## src/rtl/mnes_pkg.sv

```systemverilog
`default_nettype none
package mnes_pkg;

	localparam int SLOT_REGS   = 8;
	localparam int SLOT_W      = 37;
	localparam int SLOT_IDX_W  = 3;
	localparam int ADDR_W      = 6;
	localparam int MSG_W       = 22;
	localparam int MAX_RESULTS = 32;
	localparam int RES_W       = 6;
	localparam int BUF_IDX_W   = 5;

	// floor(p / 100) == (p * DIV_K) >> DIV_S for every 19-bit product p
	localparam int DIV_S = 32;
	localparam logic [25:0] DIV_K = 26'd42949673;
	localparam int DIV_PCT = 100;

	localparam logic [3:0] KIND_NOTE_OFF = 4'h8;
	localparam logic [3:0] KIND_NOTE_ON  = 4'h9;
	localparam logic [3:0] KIND_AFTER    = 4'hA;
	localparam logic [3:0] KIND_BEND     = 4'hE;

	localparam logic [6:0] DATA_MAX = 7'd127;

	typedef struct packed {
		logic latch_in;
		logic slot_first;
		logic slot_next;
		logic calc_p;
		logic calc_v;
		logic emit_echo;
		logic ptr_clr;
		logic ptr_next;
		logic place;
		logic set_drop;
		logic mem_rd;
		logic tick_upd;
		logic pass;
		logic drain_clr;
		logic drain_next;
		logic buf_rd;
	} cmd_t;

	typedef struct packed {
		logic is_tick;
		logic is_note;
		logic is_pass;
		logic slot_en;
		logic slot_last;
		logic delay_zero;
		logic ptr_end;
		logic ptr_free;
		logic ptr_last;
		logic nres_zero;
		logic drain_last;
	} sts_t;

endpackage
`default_nettype wire

```

## src/rtl/mnes_regs.sv

```systemverilog
`default_nettype none
module mnes_regs (
	input  wire logic                                           clk,
	input  wire logic                                           arst_n,
	input  wire logic                                           psel,
	input  wire logic                                           penable,
	input  wire logic                                           pwrite,
	input  wire logic [mnes_pkg::ADDR_W-1:0]                    paddr,
	input  wire logic [63:0]                                    pwdata,
	output logic [63:0]                                         prdata,
	output logic                                                pready,
	output logic [mnes_pkg::SLOT_REGS-1:0][mnes_pkg::SLOT_W-1:0] slots
);

	logic [mnes_pkg::SLOT_REGS-1:0][mnes_pkg::SLOT_W-1:0] slot_q;
	logic [mnes_pkg::SLOT_IDX_W-1:0] idx;

	assign idx    = paddr[mnes_pkg::ADDR_W-1:3];
	assign pready = 1'b1;
	assign prdata = {{(64-mnes_pkg::SLOT_W){1'b0}}, slot_q[idx]};
	assign slots  = slot_q;

	always_ff @(posedge clk or negedge arst_n) begin
		if (!arst_n) begin
			slot_q <= '0;
		end else if (psel && penable && pwrite && pready) begin
			slot_q[idx] <= pwdata[mnes_pkg::SLOT_W-1:0];
		end
	end

endmodule
`default_nettype wire

```

## src/rtl/mnes_dp.sv

```systemverilog
`default_nettype none
module mnes_dp #(
	parameter int NUM_ECHO_SLOTS = 8,
	parameter int PENDING_DEPTH  = 32
) (
	input  wire logic                                            clk,
	input  wire logic                                            arst_n,
	input  wire mnes_pkg::cmd_t                                  cmd,
	output mnes_pkg::sts_t                                       sts,
	input  wire logic [mnes_pkg::SLOT_REGS-1:0][mnes_pkg::SLOT_W-1:0] slots,
	input  wire logic                                            in_func,
	input  wire logic [mnes_pkg::MSG_W-1:0]                      in_msg,
	output logic [mnes_pkg::MSG_W-1:0]                           out_msg,
	output logic                                                 out_last,
	output logic                                                 out_drop
);

	localparam int PW = (PENDING_DEPTH > 1) ? $clog2(PENDING_DEPTH) : 1;
	localparam int CW = $clog2(PENDING_DEPTH + 1);

	logic                        func_q;
	logic [mnes_pkg::MSG_W-1:0]  msg_q;
	logic [mnes_pkg::SLOT_IDX_W-1:0] slot_q;
	logic [CW-1:0]               ptr_q;
	logic [mnes_pkg::RES_W-1:0]  nres_q;
	logic [mnes_pkg::BUF_IDX_W-1:0] didx_q;
	logic                        drop_q;
	logic [PENDING_DEPTH-1:0]    valid_q;

	logic [18:0] prod_q;
	logic [6:0]  note_q;
	logic [6:0]  vel_q;
	logic [15:0] delay_q;
	logic [15:0] rd_rem_q;
	logic [mnes_pkg::MSG_W-1:0] rd_msg_q;

	logic [15:0]                rem_mem [PENDING_DEPTH];
	logic [mnes_pkg::MSG_W-1:0] msg_mem [PENDING_DEPTH];
	logic [mnes_pkg::MSG_W-1:0] buf_mem [mnes_pkg::MAX_RESULTS];

	logic [mnes_pkg::SLOT_W-1:0] slot_r;
	logic [PW-1:0]  pidx;
	logic [3:0]     kind;
	logic signed [8:0] note_sum;
	logic [44:0]    quot_full;
	logic [12:0]    quot;
	logic [mnes_pkg::MSG_W-1:0] echo_msg;
	logic           res_room;
	logic           due;
	logic           mem_we;
	logic [15:0]    mem_wrem;
	logic [mnes_pkg::MSG_W-1:0] mem_wmsg;
	logic           buf_we;
	logic [mnes_pkg::MSG_W-1:0] buf_wdata;

	assign slot_r   = slots[slot_q];
	assign pidx     = ptr_q[PW-1:0];
	assign kind     = msg_q[7:4];
	assign echo_msg = {vel_q, note_q, msg_q[7:0]};
	assign res_room = nres_q < mnes_pkg::RES_W'(mnes_pkg::MAX_RESULTS);
	assign due      = rd_rem_q <= 16'd1;
	assign note_sum = $signed({2'b00, msg_q[14:8]}) + $signed({slot_r[23], slot_r[23:16]});
	assign quot_full = 45'(prod_q) * 45'(mnes_pkg::DIV_K);
	assign quot      = quot_full[mnes_pkg::DIV_S +: 13];

	always_comb begin
		sts.is_tick    = func_q;
		sts.is_note    = !func_q && (kind == mnes_pkg::KIND_NOTE_OFF ||
			kind == mnes_pkg::KIND_NOTE_ON);
		sts.is_pass    = !func_q && kind >= mnes_pkg::KIND_AFTER &&
			kind <= mnes_pkg::KIND_BEND;
		sts.slot_en    = slot_r[36] &&
			(32'(slot_q) < NUM_ECHO_SLOTS);
		sts.slot_last  = slot_q == mnes_pkg::SLOT_IDX_W'(NUM_ECHO_SLOTS - 1);
		sts.delay_zero = delay_q == 16'd0;
		sts.ptr_end    = ptr_q == CW'(PENDING_DEPTH);
		sts.ptr_free   = !valid_q[pidx];
		sts.ptr_last   = ptr_q == CW'(PENDING_DEPTH - 1);
		sts.nres_zero  = nres_q == '0;
		sts.drain_last = {1'b0, didx_q} == nres_q - mnes_pkg::RES_W'(1);
	end

	// one write port on the pending store: placement or tick countdown
	always_comb begin
		mem_we   = 1'b0;
		mem_wrem = rd_rem_q - 16'd1;
		mem_wmsg = rd_msg_q;
		if (cmd.place) begin
			mem_we   = 1'b1;
			mem_wrem = delay_q;
			mem_wmsg = echo_msg;
		end else if (cmd.tick_upd && valid_q[pidx]) begin
			mem_we = 1'b1;
			if (due) begin
				mem_wrem = 16'd1;
			end
		end
	end

	always_comb begin
		buf_we    = 1'b0;
		buf_wdata = echo_msg;
		if (cmd.emit_echo && res_room) begin
			buf_we = 1'b1;
		end else if (cmd.pass) begin
			buf_we    = 1'b1;
			buf_wdata = msg_q;
		end else if (cmd.tick_upd && valid_q[pidx] && due && res_room) begin
			buf_we    = 1'b1;
			buf_wdata = rd_msg_q;
		end
	end

	always_ff @(posedge clk or negedge arst_n) begin
		if (!arst_n) begin
			slot_q  <= '0;
			ptr_q   <= '0;
			nres_q  <= '0;
			didx_q  <= '0;
			drop_q  <= 1'b0;
			valid_q <= '0;
		end else begin
			if (cmd.latch_in) begin
				nres_q <= '0;
			end else if (buf_we) begin
				nres_q <= nres_q + mnes_pkg::RES_W'(1);
			end
			if (cmd.slot_first) begin
				slot_q <= '0;
			end else if (cmd.slot_next) begin
				slot_q <= slot_q + mnes_pkg::SLOT_IDX_W'(1);
			end
			if (cmd.ptr_clr) begin
				ptr_q <= '0;
			end else if (cmd.ptr_next) begin
				ptr_q <= ptr_q + CW'(1);
			end
			if (cmd.drain_clr) begin
				didx_q <= '0;
			end else if (cmd.drain_next) begin
				didx_q <= didx_q + mnes_pkg::BUF_IDX_W'(1);
			end
			if (cmd.set_drop) begin
				drop_q <= 1'b1;
			end
			if (cmd.place) begin
				valid_q[pidx] <= 1'b1;
			end else if (cmd.tick_upd && valid_q[pidx] && due && res_room) begin
				valid_q[pidx] <= 1'b0;
			end
		end
	end

	always_ff @(posedge clk) begin
		if (cmd.latch_in) begin
			func_q <= in_func;
			msg_q  <= in_msg;
		end
		if (cmd.calc_p) begin
			prod_q  <= 19'(msg_q[21:15]) * 19'(slot_r[35:24]);
			delay_q <= slot_r[15:0];
			if (note_sum < 0) begin
				note_q <= 7'd0;
			end else if (note_sum > 9'sd127) begin
				note_q <= mnes_pkg::DATA_MAX;
			end else begin
				note_q <= note_sum[6:0];
			end
		end
		if (cmd.calc_v) begin
			vel_q <= (quot > 13'(mnes_pkg::DATA_MAX)) ? mnes_pkg::DATA_MAX : quot[6:0];
		end
		if (cmd.buf_rd) begin
			out_msg  <= buf_mem[didx_q];
			out_last <= sts.drain_last;
			out_drop <= drop_q;
		end
	end

	always_ff @(posedge clk) begin
		if (cmd.mem_rd) begin
			rd_rem_q <= rem_mem[pidx];
			rd_msg_q <= msg_mem[pidx];
		end
		if (mem_we) begin
			rem_mem[pidx] <= mem_wrem;
			msg_mem[pidx] <= mem_wmsg;
		end
	end

	always_ff @(posedge clk) begin
		if (buf_we) begin
			buf_mem[nres_q[mnes_pkg::BUF_IDX_W-1:0]] <= buf_wdata;
		end
	end

endmodule
`default_nettype wire

```

## src/rtl/mnes_ctrl.sv

```systemverilog
`default_nettype none
module mnes_ctrl (
	input  wire logic           clk,
	input  wire logic           arst_n,
	input  wire logic           in_valid,
	output logic                in_ready,
	output logic                out_valid,
	input  wire logic           out_ready,
	input  wire mnes_pkg::sts_t sts,
	output mnes_pkg::cmd_t      cmd
);

	typedef enum logic [3:0] {
		ST_IDLE, ST_DISP, ST_SCHK, ST_SP, ST_SV, ST_SACT, ST_FCHK, ST_SNEXT,
		ST_TRD, ST_TUPD, ST_FIN, ST_DRD, ST_DWAIT
	} state_t;

	state_t state_q;
	state_t state_d;
	logic   accept;

	assign accept = in_valid && in_ready;

	always_comb begin
		cmd     = '0;
		state_d = state_q;
		unique case (state_q)
			ST_IDLE: begin
				if (accept) begin
					cmd.latch_in = 1'b1;
					state_d      = ST_DISP;
				end
			end
			ST_DISP: begin
				cmd.slot_first = 1'b1;
				cmd.ptr_clr    = 1'b1;
				priority if (sts.is_tick) begin
					state_d = ST_TRD;
				end else if (sts.is_note) begin
					state_d = ST_SCHK;
				end else if (sts.is_pass) begin
					cmd.pass = 1'b1;
					state_d  = ST_FIN;
				end else begin
					state_d = ST_IDLE;
				end
			end
			ST_SCHK: begin
				state_d = sts.slot_en ? ST_SP : ST_SNEXT;
			end
			ST_SP: begin
				cmd.calc_p = 1'b1;
				state_d    = ST_SV;
			end
			ST_SV: begin
				cmd.calc_v = 1'b1;
				state_d    = ST_SACT;
			end
			ST_SACT: begin
				if (sts.delay_zero) begin
					cmd.emit_echo = 1'b1;
					state_d       = ST_SNEXT;
				end else begin
					state_d = ST_FCHK;
				end
			end
			ST_FCHK: begin
				// free entries are taken in index order, so the search resumes where it stopped
				priority if (sts.ptr_end) begin
					cmd.set_drop = 1'b1;
					state_d      = ST_SNEXT;
				end else if (sts.ptr_free) begin
					cmd.place    = 1'b1;
					cmd.ptr_next = 1'b1;
					state_d      = ST_SNEXT;
				end else begin
					cmd.ptr_next = 1'b1;
				end
			end
			ST_SNEXT: begin
				if (sts.slot_last) begin
					state_d = ST_FIN;
				end else begin
					cmd.slot_next = 1'b1;
					state_d       = ST_SCHK;
				end
			end
			ST_TRD: begin
				cmd.mem_rd = 1'b1;
				state_d    = ST_TUPD;
			end
			ST_TUPD: begin
				cmd.tick_upd = 1'b1;
				if (sts.ptr_last) begin
					state_d = ST_FIN;
				end else begin
					cmd.ptr_next = 1'b1;
					state_d      = ST_TRD;
				end
			end
			ST_FIN: begin
				if (sts.nres_zero) begin
					state_d = ST_IDLE;
				end else begin
					cmd.drain_clr = 1'b1;
					state_d       = ST_DRD;
				end
			end
			ST_DRD: begin
				cmd.buf_rd = 1'b1;
				state_d    = ST_DWAIT;
			end
			ST_DWAIT: begin
				if (out_ready) begin
					if (sts.drain_last) begin
						state_d = ST_IDLE;
					end else begin
						cmd.drain_next = 1'b1;
						state_d        = ST_DRD;
					end
				end
			end
			default: begin
				state_d = ST_IDLE;
			end
		endcase
	end

	always_ff @(posedge clk or negedge arst_n) begin
		if (!arst_n) begin
			state_q   <= ST_IDLE;
			in_ready  <= 1'b0;
			out_valid <= 1'b0;
		end else begin
			state_q   <= state_d;
			in_ready  <= state_d == ST_IDLE;
			out_valid <= state_d == ST_DWAIT;
		end
	end

endmodule
`default_nettype wire

```

## src/rtl/midi_note_echo_scheduler.sv

```systemverilog
// MIDI note echo scheduler.
// Input stream: s_axis_tuser = 1 is a one millisecond tick, 0 a MIDI channel
// message in s_axis_tdata. Output stream: one emitted message per request,
// m_axis_tlast on the final result of an input, m_axis_tuser the sticky
// "echo dropped" flag as it stands after that input.
// Echo slots are 37-bit registers on the APB port at byte address 8*i.
// Items are handled one at a time; s_axis_tready is high only when idle.
// Note message: decode, then per slot a check of its enable; an enabled slot
// computes the echo note, then its velocity, and its echo then goes out at
// once or is placed by a lowest-free search of the pending store (the search
// pointer only moves forward within a note, so all slots together step over
// at most PENDING_DEPTH entries). Tick: one registered read of the pending
// store and one update per entry. Then the results are drained from the
// result buffer; a stalled m_axis_tready holds the current result and the
// block takes no new input until the last result is taken.
// Reset empties the pending store at once (per-entry valid bits), clears
// the slots and the dropped flag; no clearing pass is needed.
`default_nettype none
module midi_note_echo_scheduler #(
	parameter int NUM_ECHO_SLOTS = 8,
	parameter int PENDING_DEPTH  = 32
) (
	input  wire logic                        clk,
	input  wire logic                        arst_n,
	input  wire logic                        s_axis_tvalid,
	output logic                             s_axis_tready,
	input  wire logic [23:0]                 s_axis_tdata, // status_byte, first_data, second_data
	input  wire logic                        s_axis_tuser, // func
	output logic                             m_axis_tvalid,
	input  wire logic                        m_axis_tready,
	output logic [23:0]                      m_axis_tdata, // out_status, out_first, out_second
	output logic                             m_axis_tlast,
	output logic                             m_axis_tuser, // echoes_dropped
	input  wire logic                        psel,
	input  wire logic                        penable,
	input  wire logic                        pwrite,
	input  wire logic [mnes_pkg::ADDR_W-1:0] paddr,
	input  wire logic [63:0]                 pwdata,
	output logic [63:0]                      prdata,
	output logic                             pready
);

	logic [mnes_pkg::SLOT_REGS-1:0][mnes_pkg::SLOT_W-1:0] slots;
	mnes_pkg::cmd_t cmd;
	mnes_pkg::sts_t sts;
	logic [mnes_pkg::MSG_W-1:0] out_msg;

	assign m_axis_tdata = {2'b00, out_msg};

	mnes_regs u_regs (
		.clk    (clk),
		.arst_n (arst_n),
		.psel   (psel),
		.penable(penable),
		.pwrite (pwrite),
		.paddr  (paddr),
		.pwdata (pwdata),
		.prdata (prdata),
		.pready (pready),
		.slots  (slots)
	);

	mnes_ctrl u_ctrl (
		.clk      (clk),
		.arst_n   (arst_n),
		.in_valid (s_axis_tvalid),
		.in_ready (s_axis_tready),
		.out_valid(m_axis_tvalid),
		.out_ready(m_axis_tready),
		.sts      (sts),
		.cmd      (cmd)
	);

	mnes_dp #(
		.NUM_ECHO_SLOTS(NUM_ECHO_SLOTS),
		.PENDING_DEPTH (PENDING_DEPTH)
	) u_dp (
		.clk     (clk),
		.arst_n  (arst_n),
		.cmd     (cmd),
		.sts     (sts),
		.slots   (slots),
		.in_func (s_axis_tuser),
		.in_msg  (s_axis_tdata[mnes_pkg::MSG_W-1:0]),
		.out_msg (out_msg),
		.out_last(m_axis_tlast),
		.out_drop(m_axis_tuser)
	);

endmodule
`default_nettype wire

```

## config.mk

```make
export PLATFORM = sky130hd
export DESIGN_NAME = midi_note_echo_scheduler
export DESIGN_NICKNAME = d
export VERILOG_FILES = /design/src/rtl/mnes_pkg.sv /design/src/rtl/mnes_regs.sv /design/src/rtl/mnes_dp.sv /design/src/rtl/mnes_ctrl.sv /design/src/rtl/midi_note_echo_scheduler.sv
export SDC_FILE = /design/constraint.sdc
export NUM_CORES = 2
export LEC_CHECK = 0
export ABC_AREA = 1
export CORE_MARGIN = 3
export CORE_UTILIZATION = 35
export CTS_CLUSTER_DIAMETER = 80
export DETAILED_ROUTE_END_ITERATION = 10
export DONT_BUFFER_PORTS = 1
export HOLD_SLACK_MARGIN = 0.03
export PLACE_DENSITY = 0.49
export SYNTH_ARGS = -nofsm -noshare
export SYNTH_HDL_FRONTEND = slang
export SYNTH_HIERARCHICAL = 1
export SYNTH_SLANG_ARGS = --single-unit
export TNS_END_PERCENT = 30
```

## constraint.sdc

```tcl
create_clock -name clk -period 9.6 [get_ports clk]
set_input_delay 1.92 -clock clk [delete_from_list [all_inputs] [get_ports clk]]
set_output_delay 1.92 -clock clk [all_outputs]
set_load 0.005 [all_outputs]
```

Yosys cells after proc, flatten, opt, wreduce, memory -nomap -nowiden
Memories as Yosys holds them, arrays and structs flattened. A register that Yosys moved wholly into a read port is not among the register bits.
Index checks and enable logic that the tools add are counted.
W data, S select, Z words.
{"block": "classes", "add_sub_neg": 7, "multipliers": 2, "n_lt_le_gt_ge": 12, "eq_ne": 19, "mux": 79, "bitwise": 3, "n_reduce_logical": 23}
{"cell": "$bwmux W296", "count": 1}
{"cell": "$bmux W37 S3", "count": 2}
{"cell": "$demux W37 S3", "count": 1}
{"cell": "$mux W37", "count": 3}
{"cell": "$mux W22", "count": 4}
{"cell": "$mux W32", "count": 2}
{"cell": "$pmux W4 S13", "count": 1}
{"cell": "$mux W16", "count": 3}
{"cell": "$mul A19 B26 Y45 const B", "count": 1}
{"cell": "$mux W4", "count": 10}
{"cell": "$mux W1", "count": 36}
{"cell": "$and A32 B32 Y32", "count": 1}
{"cell": "$eq A4 B4 Y1 const B", "count": 8}
{"cell": "$not A32 Y32", "count": 1}
{"cell": "$or A32 B32 Y32", "count": 1}
{"cell": "$mux W6", "count": 4}
{"cell": "$mul A7 B12 Y19", "count": 1}
{"cell": "$eq A4 B3 Y1 const B", "count": 4}
{"cell": "$le A16 B1 Y1 const B", "count": 1}
{"cell": "$logic_not A16 Y1", "count": 1}
{"cell": "$sub A16 B1 Y16 const B", "count": 1}
{"cell": "$gt A13 B7 Y1 const B", "count": 1}
{"cell": "$add A6 B1 Y6 const B", "count": 2}
{"cell": "$logic_and A1 B1 Y1", "count": 12}
{"cell": "31 further kinds", "count": 43}
{"block": "totals", "reg_bits": 429, "mem_bits_rw": 1920, "in_bits": 102, "out_inout_bits": 93, "wordCells": 173, "mem_count": 3}
{"name": "u_dp.buf_mem", "depth": 32, "word_bits": 22, "rd": 1, "rd_clocked_by_memory_dff": 1, "write_ports": 1, "line": "mnes_dp.sv:39", "rtl": "logic [mnes_pkg::MSG_W-1:0] buf_mem [mnes_pkg::MAX_RESULTS];"}
{"name": "u_dp.msg_mem", "depth": 32, "word_bits": 22, "rd": 1, "rd_clocked_by_memory_dff": 1, "write_ports": 1, "line": "mnes_dp.sv:38", "rtl": "logic [mnes_pkg::MSG_W-1:0] msg_mem [PENDING_DEPTH];"}
{"name": "u_dp.rem_mem", "depth": 32, "word_bits": 16, "rd": 1, "rd_clocked_by_memory_dff": 1, "write_ports": 1, "line": "mnes_dp.sv:37", "rtl": "logic [15:0] rem_mem [PENDING_DEPTH];"}

Logic depth before layout (Yosys ltp)
{"block": "depth", "depth_word": 11, "ltp_mapped": 27, "ltp_nobuf": 27}

Cells and area by module
The synthesis kept the hierarchy.
{"module": "mnes_dp", "n_inst": 1, "cells_per_inst": 8099, "area_each_um2": 95840.7}
{"module": "mnes_regs", "n_inst": 1, "cells_per_inst": 2073, "area_each_um2": 14988.1}
{"module": "mnes_ctrl", "n_inst": 1, "cells_per_inst": 97, "area_each_um2": 539.3}
{"module": "midi_note_echo_scheduler", "n_inst": 1, "cells_per_inst": 3, "area_each_um2": 18.8}

Worst setup path before layout
OpenSTA, ideal clock, no wires.
{"block": "synth_timing", "path_kind": "register -> register", "startpoint": "register u_dp.prod_q[2]", "endpoint": "register u_dp.vel_q[0] (data pin)", "setup_time_ns": 0.276, "arrival_time_ns": 5.198, "required_ns": 9.324, "setup_slack_ns": 4.126, "stages_incl_launch_ff": 24, "n_path_buf": 0, "path_cell_list": "edfxtp_1 -> fa_1 -> inv_1 -> fa_1 -> fa_1 -> inv_1 -> fa_1 -> fa_1 -> inv_1 -> fa_1 -> inv_1 -> ha_1 -> nand2_1 -> inv_1 -> a21oi_1 -> nor2_1 -> nor2_1 -> nand2_1 -> nand2_1 -> nand3_1 -> nand2_1 -> nand2_1 -> nor2_1 -> nand3_1"}
{"block": "synth_between", "elab_chain_len": 2}
{"element": "start, declared", "line": "mnes_dp.sv:30", "rtl": "logic [18:0] prod_q;"}
{"element": "start signal, assigned", "line": "mnes_dp.sv:160", "rtl": "prod_q <= 19'(msg_q[21:15]) * 19'(slot_r[35:24]);"}
{"element": "$mul A19 B26 Y45 *", "line": "mnes_dp.sv:63", "rtl": "assign quot_full = 45'(prod_q) * 45'(mnes_pkg::DIV_K);"}
{"element": "$gt A13 B7 Y1", "line": "mnes_dp.sv:171", "rtl": "vel_q <= (quot > 13'(mnes_pkg::DATA_MAX)) ? mnes_pkg::DATA_MAX : quot[6:0];"}
{"element": "end signal, assigned", "line": "mnes_dp.sv:171"}
{"element": "end, declared", "line": "mnes_dp.sv:32", "rtl": "logic [6:0] vel_q;"}
Mark *: on every way between the ends. The rest lies on a longest branch, timed or not.
A chain may end at the register's enable or synchronous reset.

Worst setup path after layout
{"block": "layout_timing", "startpoint": "register u_dp/slot_q[1] (netlist name)", "endpoint": "register u_dp.prod_q[14] (data pin)"}
{"block": "layout_between", "elab_chain_len": 3}
{"element": "start, declared", "line": "mnes_dp.sv:23", "rtl": "logic [mnes_pkg::SLOT_IDX_W-1:0] slot_q;"}
{"element": "start signal, assigned", "line": "mnes_dp.sv:131", "rtl": "slot_q <= slot_q + mnes_pkg::SLOT_IDX_W'(1);"}
{"element": "$bmux W37 S3", "line": "mnes_dp.sv:56", "rtl": "assign slot_r = slots[slot_q];"}
{"element": "$mux W37 (not written as such)", "line": "mnes_dp.sv:56"}
{"element": "$mul A7 B12 Y19", "line": "mnes_dp.sv:160"}
No other way between the ends. The select of a mux whose other input is x is not followed.

==> impl_metrics.toml <==
[setup_path]
crit_arrival_ps = 6980
max_stage_delay_ps = 620
cp_max_fo = 59
crit_top_cell = "fa_1"
critPathTopFamily = "adder cells"
slowest_stage = "dfrtp_2"
required_ps = 10150
path_buf_inv = 5
cp_cell_sequence = "inv_2 > buf_12 > o21ai_0 > o221ai_1 > nand2_1 > inv_1 > nand2_1 > fa_1 > fa_1 > inv_1 > fa_1 > fa_1 > ha_1 > nand2_1 > inv_1 > a21oi_1 > o21ai_0 > a21boi_0 > o21ai_0 > xor2_1"
startpoint_type = "register"
cp-end-kind = "register"
criticalPathCategory = "register to register"

[run_status]
violations = "slew limit"
status = "finished with violations"

[route]
vias = 77900
via_per_inst = 5.38
postRouteAntennaNets = 0
drtIter0Drc = 7631
dr.pass1.iters = 9
routedWlPerCell_um = 24.5
finalWirelength_mm = 354
drc_errors = 0

[synth]
synth_top_cell_by_area = "edfxtp_1"
synthSimpleGateAreaFrac_pct = 13.1
synthArstFlopShare_pct = 14.7
synth-xor-area-share_pct = 0.385
synth_area_per_cell_um2 = 10.8
netlist_instances = 10300
synth.top_cell.area_share_pct = 55.4
netlist-cell-type-count = 62
synth_top_family_by_area = "simple AND/OR/NAND/NOR gates"
synth_area_leaders = "edfxtp_1 55%, dfrtp_1 8.0%, nand2_1 6.9%, o21ai_0 6.4%, nor2_1 4.8%"
synth_edf_count = 2054
synth-compound-area-share_pct = 12.1
yosys_warnings = 6
ys_seq_elements = 2409
synth.area.mux_share_pct = 0
synth_top_flop_cell = "edfxtp_1"
syn_area_um2 = 111000
synth.yosys.seq_area_share_pct = 63.3
synth_fa_ha_area_share_pct = 6.32

[clocking]
cts_hold_buf = 0
post_cts_buffers = 0
cts_buffer_depth = 4
cts_made_buffers = 274
clkSlewWorstSetupHoldPaths_ps = 60
clkLatencyLatePin_ps = 870
cts.repair.resized = 0
htree_levels = 5
cts.sinks = 2409
root_buffer = "clkbuf_16"
cts_tree = "yes"

[floorplan]
dieArea_um2 = 325000
die_w_um = 570
pin_count = 195
rows = 206
start_util_pct = 35.3
die_h_um = 570
design.core.area_um2 = 316000

[final_layout]
fin_nets = 10600
fill_cells = 30000
finalNonFillerCells = 14500
syn2layout_area_growth_pct = 11.6
final_area_um2 = 124000
postLayoutCoreUtil_pct = 39.4
drive_above_1_share_pct = 6.91

[sta]
setup_violations = 0
worst_pin_slew_ps = 1840
drv_slew = 195
fmax_mhz = 156
rsz0062_at_grt = "no"
fin_setup_tns_ps = 0
finalHoldViolCount = 0
finalCritPeriodShare_pct = 67.0
slew_headroom_pct = -22.5
skew_ps = 78.4
fin_crit_ps = 6430

[placement]
dp.cells = 14000
port_buffers = 0
dp_hpwl_mm = 194
place_congestion = 0.844
dpl_cell_area_um2 = 116000

[pwr]
power.leakage_nw = 46.8
ir_drop_mv = 0.401
p_per_area_nw_per_um2 = 331

[run]
maxCapViolations = 0

[global_routing]
antenna_found_initial = 17
grt-ovfl-total = 0
track_usage_pct = 21.2
grt_max_degree = 356
first_global_vias = 75500
grt_pass1_wl_mm = 514

[worst_hold_path]
hold_class = "register to register"
-- stage by stage --
| step | power [mW] | hold slack [ps] | setup slack [ps] |
|---|---|---|---|
| global route | 44.3 | 470 | 2810 |
| floorplan | 25.6 | 417 | 4130 |
| CTS | 41.5 | 456 | 3170 |
| global placement | 31.2 | 443 | 3240 |
| finish | 41.1 | 456 | 3170 |
| detailed placement | 31.2 | 442 | 3170 |
-- final cells by class --
class	instances	area, um2	share of cell area, %
multi-input cells	6605	36200	29.1
repair buffers	160	1300	1.04
diodes	12	30.0	0.0242
clock buffers	338	7260	5.84
well taps	4160	5200	4.19
clock inverters	141	1300	1.04
flip-flops and latches	2409	70600	56.8
inverters	637	2430	1.95
-- placed cells by master, fill, tap and decap left out, types with 42 or more instances in the layout --
| cell | n |
|---|---|
| a21oi_1 | 81 |
| a221oi_1 | 74 |
| a22o_1 | 48 |
| buf_4 | 152 |
| clkbuf_1 | 53 |
| clkbuf_16 | 279 |
| clkinv_1 | 51 |
| clkinv_2 | 43 |
| dfrtp_1 | 348 |
| edfxtp_1 | 2054 |
| fa_1 | 200 |
| ha_1 | 243 |
| inv_1 | 605 |
| nand2_1 | 2055 |
| nand3_1 | 128 |
| nand4_1 | 43 |
| nor2_1 | 1379 |
| nor2_4 | 42 |
| o21ai_0 | 1412 |
| o21ai_1 | 90 |
| o221ai_1 | 90 |
| o22ai_1 | 440 |
-- path summary, 6_finish.rpt --
kind	slack (ps)	depth (start not counted)	end	start
max in group asynchronous	7100	0	u_dp/ptr_q[0]$_DFFE_PN0P_	arst_n
worst min-delay path	460	0	u_dp/out_drop$_DFFE_PP_	u_dp/drop_q$_DFFE_PN0P_
worst max register to register	3170	20	u_dp/prod_q[14]$_DFFE_PP_	u_dp/slot_q[1]$_DFFE_PN0P_
worst max-delay path	3170	20	u_dp/prod_q[14]$_DFFE_PP_	u_dp/slot_q[1]$_DFFE_PN0P_
worst min register to register	460	0	u_dp/out_drop$_DFFE_PP_	u_dp/drop_q$_DFFE_PN0P_
min in group asynchronous	960	0	u_ctrl/in_ready$_DFF_PN0_	arst_n
-- layer usage --
layer / global-route usage (%) / wire length [um] / vias to the layer above
met5: 0 / 56 / -
met4: 5.84 / 9350 / 10
met3: 3.16 / 24700 / 518
met2: 34.2 / 164000 / 2693
met1: 29.7 / 156000 / 39300
li1: - / - / 35400
-- registers in the layout, summed over array words and instances, names as in the netlist, 5 cells and up, named ones only --
| register | flops |
|---|---|
| u_dp/buf_mem | 704 |
| u_dp/msg_mem | 704 |
| u_dp/rem_mem | 512 |
| u_regs/slots | 296 |
| u_dp/msg_q | 22 |
| u_dp/out_msg | 22 |
| u_dp/rd_msg_q | 22 |
| u_dp/prod_q | 19 |
| u_dp/delay_q | 16 |
| u_dp/rd_rem_q | 16 |
| u_dp/note_q | 7 |
| u_dp/vel_q | 7 |
| u_dp/nres_q | 6 |
| u_dp/ptr_q | 6 |
| u_dp/didx_q | 5 |
-- synth_stat cells, types with 81 or more instances --
master and count:
fa_1 200, o221ai_1 90, nor2_1 1420, o22ai_1 440
o21ai_1 90, a21oi_1 81, dfrtp_1 355, inv_1 624
o21ai_0 1421, nand2_1 2056, nand3_1 130, ha_1 243
edfxtp_1 2054, clkbuf_1 482
-- logic make-up after synthesis --
group | Yosys count
flip-flops | 2409
buffers and inverters | 1285
adder cells (fa/ha/maj) | 443
other | 3
XOR/XNOR | 49
AND/OR/NAND/NOR | 3723
AO/OA/AOI/OAI | 2360
-- power by group --
group	switching, mW	internal, mW	total (mW)	leakage (nW)
sequential	0.555	12.9	13.5	23.0
clock	4.21	5.90	10.1	4.18
combinational	12.0	5.59	17.6	19.6
Note: power is estimated with default switching activity, not from simulation.
